`config.mk`:
```
export PLATFORM = sky130hd
export DESIGN_NAME = ssm_mul_div
export DESIGN_NICKNAME = d
export VERILOG_FILES = /design/src/ssm_pkg.sv /design/src/ssm_mul_div.sv
export SDC_FILE = /design/constraint.sdc
export NUM_CORES = 1
export LEC_CHECK = 0
export BUFFER_PORTS_ARGS = -buffer_cell sky130_fd_sc_hd__clkbuf_2
export CORE_ASPECT_RATIO = 1.5
export CORE_MARGIN = 2
export CORE_UTILIZATION = 50
export CTS_CLUSTER_SIZE = 25
export DETAILED_ROUTE_END_ITERATION = 16
export PLACE_DENSITY_LB_ADDON = 0.05
export SLEW_MARGIN = 10
export SYNTH_ARGS = -nofsm -noshare
export SYNTH_HDL_FRONTEND = slang
export SYNTH_SLANG_ARGS = --single-unit
```
`constraint.sdc`:
```
create_clock -name aclk -period 44 [get_ports aclk]
set_clock_uncertainty 0.1 [all_clocks]
set_input_delay 8.8 -clock aclk [delete_from_list [all_inputs] [get_ports aclk]]
set_output_delay 8.8 -clock aclk [all_outputs]
set_load 0.01 [all_outputs]
```
`src/ssm_pkg.sv`:
```
// Shared constants, types and the sequencer state encoding for summary_stats_merge.
// No dependencies; all other files reference this package by scoped names.
package ssm_pkg;

    localparam int NUM_BINS  = 256;
    localparam int FRAC_BITS = 16;
    localparam int ADDR_W    = (NUM_BINS > 1) ? $clog2(NUM_BINS) : 1;

    localparam int BIN_W   = 8;
    localparam int CNT_W   = 32;
    localparam int MEAN_W  = 48;
    localparam int VAR_W   = 64;
    localparam int EXT_W   = 32;
    localparam int ITEM_W  = BIN_W + CNT_W + MEAN_W + VAR_W + 2 * EXT_W;

    // |m1 - M| magnitude, shift-add multiplier operand width
    localparam int MAG_W   = MEAN_W + 1;
    // v + (d*d >> FRAC_BITS), with headroom
    localparam int T_W     = 2 * MAG_W - FRAC_BITS + 2;
    // widest intermediate: sum of two n * t products
    localparam int ACC_W   = T_W + CNT_W + 1;
    // exact total count, also the divisor
    localparam int DIV_W   = CNT_W + 1;
    localparam int STEP_W  = $clog2(ACC_W + 1);

    typedef struct packed {
        logic [EXT_W-1:0]  max;
        logic [EXT_W-1:0]  min;
        logic [VAR_W-1:0]  variance;
        logic [MEAN_W-1:0] mean;
        logic [CNT_W-1:0]  count;
    } agg_t;

    typedef struct packed {
        logic              start;
        logic              div;
        logic              clr;
        logic              sub;
        logic [ACC_W-1:0]  a;
        logic [MAG_W-1:0]  b;
        logic [DIV_W-1:0]  divisor;
    } unit_cmd_t;

    typedef struct packed {
        logic              busy;
        logic [ACC_W-1:0]  acc;
    } unit_sts_t;

    typedef enum logic [4:0] {
        S_IDLE, S_READ, S_LOAD,
        S_WM1, S_WM1W, S_WM2, S_WM2W, S_DM, S_DMW, S_FIXM,
        S_SQ1, S_SQ1W, S_SQ2, S_SQ2W, S_V1, S_V1W, S_V2, S_V2W,
        S_DV, S_DVW, S_DONE, S_OUT
    } state_t;

endpackage

```
`src/ssm_mul_div.sv`:
```
// Shared shift-add multiply-accumulate and restoring divide unit.
// Depends on ssm_pkg for widths and the command/status structs.
module ssm_mul_div (
    input  logic                aclk,
    input  logic                aresetn,
    input  ssm_pkg::unit_cmd_t  cmd,
    output ssm_pkg::unit_sts_t  sts
);

    logic                            busy_reg, busy_next;
    logic                            div_reg, div_next;
    logic                            sub_reg, sub_next;
    logic [ssm_pkg::ACC_W-1:0]       acc_reg, acc_next;
    logic [ssm_pkg::ACC_W-1:0]       a_reg, a_next;
    logic [ssm_pkg::MAG_W-1:0]       b_reg, b_next;
    logic [ssm_pkg::DIV_W-1:0]       d_reg, d_next;
    logic [ssm_pkg::DIV_W-1:0]       rem_reg, rem_next;
    logic [ssm_pkg::STEP_W-1:0]      cnt_reg, cnt_next;
    logic [ssm_pkg::DIV_W:0]         shifted;
    logic [ssm_pkg::DIV_W:0]         diff;
    logic                            ge;

    always_ff @(posedge aclk) begin
        if (!aresetn) begin
            busy_reg <= 1'b0;
        end else begin
            busy_reg <= busy_next;
        end
    end

    always_ff @(posedge aclk) begin
        div_reg <= div_next;
        sub_reg <= sub_next;
        acc_reg <= acc_next;
        a_reg   <= a_next;
        b_reg   <= b_next;
        d_reg   <= d_next;
        rem_reg <= rem_next;
        cnt_reg <= cnt_next;
    end

    assign shifted = {rem_reg, acc_reg[ssm_pkg::ACC_W-1]};
    assign diff    = shifted - {1'b0, d_reg};
    assign ge      = (shifted >= {1'b0, d_reg});

    always_comb begin
        busy_next = busy_reg;
        div_next  = div_reg;
        sub_next  = sub_reg;
        acc_next  = acc_reg;
        a_next    = a_reg;
        b_next    = b_reg;
        d_next    = d_reg;
        rem_next  = rem_reg;
        cnt_next  = cnt_reg;
        if (!busy_reg) begin
            if (cmd.start) begin
                busy_next = 1'b1;
                div_next  = cmd.div;
                if (cmd.div) begin
                    acc_next = cmd.a;
                    d_next   = cmd.divisor;
                    rem_next = '0;
                    cnt_next = ssm_pkg::STEP_W'(ssm_pkg::ACC_W);
                end else begin
                    a_next   = cmd.a;
                    b_next   = cmd.b;
                    sub_next = cmd.sub;
                    acc_next = cmd.clr ? '0 : acc_reg;
                end
            end
        end else if (div_reg) begin
            // one quotient bit per cycle, shifted into the accumulator
            rem_next = ge ? diff[ssm_pkg::DIV_W-1:0] : shifted[ssm_pkg::DIV_W-1:0];
            acc_next = {acc_reg[ssm_pkg::ACC_W-2:0], ge};
            cnt_next = cnt_reg - 1'b1;
            if (cnt_reg == ssm_pkg::STEP_W'(1)) begin
                busy_next = 1'b0;
            end
        end else begin
            if (b_reg == '0) begin
                busy_next = 1'b0;
            end else begin
                if (b_reg[0]) begin
                    acc_next = acc_reg + (a_reg ^ {ssm_pkg::ACC_W{sub_reg}})
                             + ssm_pkg::ACC_W'(sub_reg);
                end
                a_next = {a_reg[ssm_pkg::ACC_W-2:0], 1'b0};
                b_next = b_reg >> 1;
            end
        end
    end

    assign sts.busy = busy_reg;
    assign sts.acc  = acc_reg;

`ifndef NO_ASSERTIONS
    a_rem_below_divisor: assert property (@(posedge aclk) disable iff (!aresetn)
        busy_reg && div_reg |-> rem_reg < d_reg)
        else $error("divider remainder not below divisor");
`endif

endmodule

```
**After elaboration in Yosys (flattened, before gate mapping)**

Cells that the tools add are included.
Widths: inputs -> output; s select.

- Add/sub/neg operators: 4
- Multipliers: 0
- Divide/modulo/power cells: 0
- Order comparisons: 1
- Equal/unequal tests: 7
- Shift operators: 0
- Mux-type cells: 31
- Bitwise gates (word level): 3
- Reduce and logical (&&, ||, !) cells: 10

Operator list:

| cell | number |
|---|---|
| $mux 117 | 12 |
| $mux 49 | 5 |
| $mux 33 | 5 |
| $add 117x1->117 | 1 |
| $add 117x117->117 | 1 |
| $xor 117x117->117 | 1 |
| $logic_not 49->1 | 1 |
| $ge 34x33->1 | 1 |
| $sub 33x33->33 | 1 |
| $mux 7 | 4 |
| $reduce_and 3->1 | 3 |
| $reduce_and 4->1 | 2 |
| $eq 7x1->1 const B | 1 |
| $sub 7x1->7 const B | 1 |
| $mux 1 | 5 |
| $ne 2x1->1 const B | 2 |
| $ne 2x2->1 const B | 2 |
| $reduce_bool 2->1 | 2 |
| $ne 3x1->1 const B | 1 |
| $ne 3x3->1 const B | 1 |
| $reduce_bool 3->1 | 1 |
| $not 1->1 | 2 |
| $reduce_and 2->1 | 1 |

- Bits in registers: 359
- Latch bits: 0
- Memory bits (writable): 0
- Bits in read-only memories: 0
- Input port bits: 205
- Output and inout bits: 118
- Logic and storage cells: 65
- Memories: 0

**Longest topological paths before layout**

Gate-level depths: netlist (run 1).

- Depth after elaboration: 7
- Gate-level depth with buffers: 19
- Gate-level depth less buffers: 16

**Worst setup path before layout (run 1)**

No wires, ideal clock.

- Path kind: in2reg
- Start point: input cmd[202] (netlist bit)
- End point: register a_reg[0] (netlist bit) (enable)
- Setup time: 0.921 ns
- Arrival time: 20.472 ns
- Data required time: 42.979 ns
- Setup slack: 22.507 ns
- Stages: 2
- Path buffers: 0
- Path through: nand2_1 o21ai_0

- Word-level cells in the longest chain between the ends: 2

Ends and longest elaborated chain:

| element | RTL line | source |
|---|---|---|
| start: declaration | ssm_mul_div.sv:6 | `input ssm_pkg::unit_cmd_t cmd,` |
| $reduce_bool 2->1 (no line) | n/a |  |
| $reduce_and 4->1 (no line) | n/a |  |
| end signal: assignment | ssm_mul_div.sv:35 | `a_reg <= a_next;` |
| end: declaration | ssm_mul_div.sv:14 | `logic [ssm_pkg::ACC_W-1:0] a_reg, a_next;` |

No other way between the ends.
A chain may end at the register's enable or synchronous reset.

**Worst setup path in the final report (run 1)**

- Start point: input cmd[201] (netlist bit)
- End point: register acc_reg[101] (netlist bit) (data pin)

- Word-level cells in the longest chain between the ends: 3

Ends and longest elaborated chain:

| element | RTL line | source |
|---|---|---|
| $mux 117 | ssm_mul_div.sv:60 | `if (cmd.div) begin` |
| $mux 117 | ssm_mul_div.sv:57 | `if (cmd.start) begin` |
| $mux 117 | ssm_mul_div.sv:56 | `if (!busy_reg) begin` |
| net acc_next, one bit | ssm_mul_div.sv:13 | `logic [ssm_pkg::ACC_W-1:0] acc_reg, acc_next;` |
| end signal: assignment | ssm_mul_div.sv:34 | `acc_reg <= acc_next;` |
| end: declaration | ssm_mul_div.sv:13 |  |

The timed path passes the listed nets, and every way through them passes these cells. The select of a mux whose other input is x is not followed.

==> metrics.md, run 1 <==
| Metric | Value |
|---|---|
| Area of the multi-input gates | about 14000 sq um |
| Static Leak | around 12 nW |
| Setup slack at placement | 32.51 ns |
| Register area share after synthesis | 41.45% |
| GP Congestion | between 0.9 and 1 |
| Fmax | approximately 91 MHz |
| CTS Buf Count | 40 |
| Critical path class | primary input to flop |
| Top cells by area, synth | edfxtp_1, ha_1, mux2_2 |
| Final Instance Area | 29360 sq um |
| First-pass GRT wire length | about 120000 um |
| Ys async rst share | 0% |
| Die width | about 190 um |
| WP data required | approximately 44 ns |
| Yosys cell types | 73 |
| Placed cell area | between 20000 and 30000 sq um |
| Hold Fails Final Rpt | 0 |
| Detailed Routing Iterations Pass 1 | 6 |
| Most frequent cells in the layout | edfxtp_1, clkbuf_2, a21oi_1 |
| PwrDens | roughly 44 nW/um^2 |
| #FFs+latches synth | approximately 360 |
| Residual DRC | 0 |
| Post-synth top area cell | edfxtp_1 |
| PortBufs | 322 |
| Cells after Synth | 2618 |
| Core area | 51560 sq um |
| Slowest stage cell, crit path | buf_4 |
| Vias | approximately 21000 |
| Die ar. | 53850 sq um |
| Drt total wl | 76870 um |
| Total gr overflow | 0 |
| Initial Util | about half |
| DR iter-0 viols | about 1300 |
| Largest net degree at the start of global routing | 81 |
| Register area | 10770 sq um |
| Slew @ Worst Pin | around 1.1 ns |
| Initial antenna violation count | 2 |
| Arrival time at the worst endpoint | 11.25 ns |
| Ys flop type | edfxtp_1 |
| Buf+Inv Stages, Crit Path | 2 |
| Routed WL per cell | ~22 um |
| CP Max Fanout | 80 |
| Post-CTS setup buffers | 0 |
| Share of cells above drive strength 1 | between 20% and 30% |
| Die Ht | approximately 280 um |
| Core Rows | between 100 and 150 |
| Final layout net count | about 3200 |
| Clock root buffer | clkbuf_16 |
| Vias per cell | 5.974 |
| Clk_lat worst skew | 0.59 ns |
| H-tree levels | 2 |
| Post-CTS Resized | 0 |
| Critical path launch point type | primary input |
| Vias in the first global route | 21960 |
| Total power | 1.282 mW |
| DRT antenna net count | 0 |
| CP peak stage delay | ~0.9 ns |
| Post-CTS Hold Fix Bufs | 0 |
| Syn Nets | 2989 |
| CP top delay family | buffers and inverters |
| Maxcap violations | 0 |
| PnR worst setup slack | around 33 ns |
| Max VDD drop | 0.03245 mV |
| Fillers | about 4700 |
| CTS tree | yes |
| Worst path cell trace | clkbuf_2, nor2b_4, buf_4, a22oi_1, o21ai_0 |
| Clock buffer depth | 3 |
| Clock transition at path regs | 0.06 ns |
| Area growth syn-to-layout | 12.99% |
| RSZ-0062 raised after global routing | no |
| Yosys warns | 0 |
| # IOs | ~320 |
| Final Slew Violations | 0 |
| Most common cell after layout, fill and taps aside | edfxtp_1 |
| Hold Path Class | flop to flop |
| Tmin final | between 10 and 15 ns |
| Number of synthesized flops with an enable pin | between 300 and 400 |
| Crit end category | flop |
| Tcrit/Tclk final | roughly 25% |
| Syn Std Cell Area | 25990 sq um |
| Max-slew headroom at the worst pin | about 28% |
| Hpwl dp | 57350 um |
| Status | finished, final reports clean |
| GRT Overall Usage | 27.80% |
| Clock sink count | between 300 and 400 |
| Setup Viol. Count Final | 0 |
| Fin Setup TNS | 0 ns |
| Share of the synthesized area in the top cell type | roughly two fifths |
| Syn avg cell area | between 9 and 10 sq um |
[cell usage after synthesis (all sizes together), types with 16 or more instances]
master / n
buf: 27
ha: 164
o21a: 17
xor2: 175
nor4: 19
clkbuf: 112
a22o: 18
nand2: 192
o21bai: 35
edfxtp: 358
inv: 84
nand3: 29
nand2b: 16
a21oi: 228
nor3: 38
mux2: 164
o21ai: 204
o31ai: 17
nand4: 56
a21o: 106
xnor2: 77
a22oi: 67
nor2: 212
nor2b: 25
[worst paths after layout]
kind	startpoint	end	slack, ns	depth (start not counted)
hold reg to reg	b_reg[29]	b_reg[28]	0.48	1
hold / removal	b_reg[29]	b_reg[28]	0.48	1
setup reg to reg	sub_reg	acc_reg[107]	37.74	18
setup / recovery	cmd[201]	acc_reg[101]	33.06	5
[cells by family (layout without fill, tap and decap cells)]
group / after synthesis / in the layout / synth area share, %
flops: 359 / 359 / 41.45
buf+inv: 223 / 500 / 3.293
compound gates: 807 / 807 / 19.95
mux: 178 / 178 / 7.646
simple gates: 633 / 633 / 11.12
other cells: 0 / 2 / 0
xor+xnor: 252 / 252 / 8.493
fa+ha+maj: 166 / 166 / 8.050
[worst reg2reg max path, stage by stage, from the launching register on]
cell,delay (ns)
edfxtp_1,0.33
buf_4,0.44
buf_4,0.75
xor2_1,0.17
ha_1,0.38
a21o_1,0.26
a31oi_1,0.18
o21ai_0,0.11
a21oi_1,0.39
o22ai_1,0.26
o21ai_0,0.60
a211oi_1,0.20
o21ai_0,0.49
a2111oi_0,0.21
buf_4,0.18
a31o_2,0.26
a31oi_1,0.39
xnor2_1,0.20
o21ai_0,0.10
[area by class of cell]
cell class,instances,area share (%)
Antenna cell,2,0.01705
Tap cell,676,2.881
Inverter,84,1.074
Timing Repair Buffer,343,6.026
Multi-Input combinational cell,2036,49.08
Clock buffer,45,3.473
Sequential cell,359,36.70
Clock inverter,28,0.7543
[through the flow]
stage	instances	hold slack [ns]	utilization (%)
5_1_grt	3571	0.4882	56.94
3_3_place_gp	3498	0.4600	54.53
6_report	3573	0.4811	56.95
2_1_floorplan	2618	0.4509	-
3_5_place_dp	3498	0.4699	54.53
4_1_cts	3571	0.4848	56.94
[layer usage]
layer / global-route usage [%] / up-vias / wire, um
met5: 0 / - / 31
met4: 12.85 / 4 / 3685
met3: 5.463 / 181 / 4297
met2: 52.60 / 597 / 40930
met1: 29.07 / 10290 / 27930
li1: - / 10270 / -
[where the power goes]
group,switching (mW),internal [mW],leakage (nW)
registers,0.0341,0.429,3.47
clock network,0.149,0.180,0.609
logic,0.299,0.191,7.89
total,0.482,0.800,12.0
No activity file was read; power rests on OpenSTA's default activity.
==> inputs of run 2 (changes only) <==
==> constraint.sdc (replaced) <==
create_clock -name aclk -period 8.8 [get_ports aclk]
set_clock_uncertainty 0.1 [all_clocks]
set_input_delay 1.76 -clock aclk [delete_from_list [all_inputs] [get_ports aclk]]
set_output_delay 1.76 -clock aclk [all_outputs]
set_load 0.01 [all_outputs]
==> metrics.md, run 2 (synthesized netlist as in run 1, its figures left out) <==
| Metric | Value |
|---|---|
| Status | finished, final reports clean |
| Worst path cell trace | buf_12, xor2_1, ha_1, nand2_1, nor4_1, a211oi_1, o22ai_1, o21ai_0, a21oi_1, o21ai_0, a21boi_0, nor2_1, o41ai_1, xnor2_1, o21ai_0 |
| Post-CTS setup buffers | 0 |
| GRT Overall Usage | 28.52% |
| Setup slack at placement | 3.389 ns |
| Vias per cell | approximately 6.0 |
| CTS tree | yes |
| Hpwl dp | about 59000 um |
| PwrDens | approximately 220 nW/um^2 |
| Fin Setup TNS | 0 ns |
| CTS Buf Count | 40 |
| # IOs | 323 |
| Arrival time at the worst endpoint | around 5.7 ns |
| Die Ht | roughly 280 um |
| Hold_sp | b_reg[15] |
| Die ar. | 53850 sq um |
| Final layout net count | around 3200 |
| DR iter-0 viols | about 1100 |
| Post-CTS Hold Fix Bufs | 0 |
| CP peak stage delay | ~0.61 ns |
| Min Hold Slack | 0.4807 ns |
| Initial Util | 50.40% |
| Setup Viol. Count Final | 0 |
| Residual DRC | 0 |
| Most frequent cells in the layout | edfxtp_1, clkbuf_2, a21oi_1 |
| Max VDD drop | roughly 0.19 mV |
| Clock transition at path regs | approximately 0.06 ns |
| Share of cells above drive strength 1 | between 20% and 30% |
| PortBufs | ~320 |
| Slew @ Worst Pin | 1.147 ns |
| Initial antenna violation count | 3 |
| WP data required | about 9 ns |
| Area growth syn-to-layout | 12.78% |
| Hold Fails Final Rpt | 0 |
| Placed cell count | between 3000 and 4000 |
| Detailed Routing Iterations Pass 1 | 5 |
| Origin of the worst setup path | sub_reg |
| Core Rows | 102 |
| DRT antenna net count | 0 |
| Slowest stage cell, crit path | o41ai_1 |
| Vias | about 22000 |
| First-pass GRT wire length | about 120000 um |
| Most common cell after layout, fill and taps aside | edfxtp_1 |
| Tmin final | between 5 and 6 ns |
| Clock sink count | 359 |
| Vias in the first global route | about 22000 |
| Critical path class | flop to flop |
| Die width | roughly 190 um |
| Worst path most repeated cell | o21ai_0 |
| Post-CTS Resized | 0 |
| Final Non-Filler Cells | 3566 |
| RSZ-0062 raised after global routing | no |
| Drt total wl | 78510 um |
| Tcrit/Tclk final | 62.93% |
| Critical path launch point type | flop |
| Clk_lat worst skew | 0.57 ns |
| H-tree levels | 2 |
| Final Slew Violations | 0 |
| Static Leak | ~12 nW |
| Core area | between 50000 and 60000 sq um |
| Hold Path Class | flop to flop |
| Reg2reg start | sub_reg |
| Buf+Inv Stages, Crit Path | 1 |
| CP top delay family | compound AO/OA/AOI/OAI gates |
| GP Congestion | between 0.9 and 1 |
| CP Max Fanout | 82 |
| Clock root buffer | clkbuf_16 |
| Largest net degree at the start of global routing | between 90 and 100 |
| PnR worst setup slack | 3.262 ns |
| Total gr overflow | 0 |
| Maxcap violations | 0 |
| Max-slew headroom at the worst pin | a little over a fifth |
| Fmax | approximately 180 MHz |
| Fin util | around 57% |
| Routed WL per cell | ~22 um |
| Crit end category | flop |
| Clock buffer depth | 3 |
## run 2: cell count changes in the layout (fill, tap and decap cells not counted), sizes merged
cell,change
clkinv,-8
buf,-4
inv,+3
clkinvlp,+2
bufinv,-1
clkbuf,+1
## run 2: metal layers
| layer | wire length, um | vias up | track usage (%) | part of all wire, % |
|---|---|---|---|---|
| li1 | - | 10240 | - | - |
| met1 | 28230 | 10420 | 29.98 | 36 |
| met2 | 41550 | 649 | 53.57 | 53 |
| met3 | 4420 | 207 | 4.893 | 5.6 |
| met4 | 4279 | 4 | 14.77 | 5.5 |
| met5 | 26 | - | 0 | 0.033 |
## run 2: power by group
part,internal (mW),total [mW],switching [mW]
logic,0.953,2.47,1.51
registers,2.15,2.32,0.172
clock network,0.883,1.61,0.732
total,3.98,6.40,2.42
## run 2: path summary, 6_finish.rpt
| kind | to | slack (ns) | depth (start not counted) |
|---|---|---|---|
| worst max-delay path | acc_reg[87] | 3.26 | 15 |
| worst max register to register | acc_reg[87] | 3.26 | 15 |
| worst min-delay path | b_reg[14] | 0.48 | 1 |
| worst min register to register | b_reg[14] | 0.48 | 1 |
## run 2: cell type report
cell class	instances	area, sq um
diodes	2	5.005
clock buffers	46	1045
clock inverters	24	160.2
fillers	4691	22250
inverters	84	315.3
multi-input cells	2036	14410
flip-flops and latches	359	10770
well taps	676	845.8
repair buffers	339	1752
## run 2: stage by stage
step | power, mW | cell area [sq um]
after floorplan | 4.059 | 25990
after global placement | 4.780 | 28100
after detailed placement | 4.794 | 28100
after CTS | 6.424 | 29300
after global routing | 6.747 | 29300
final | 6.399 | 29310
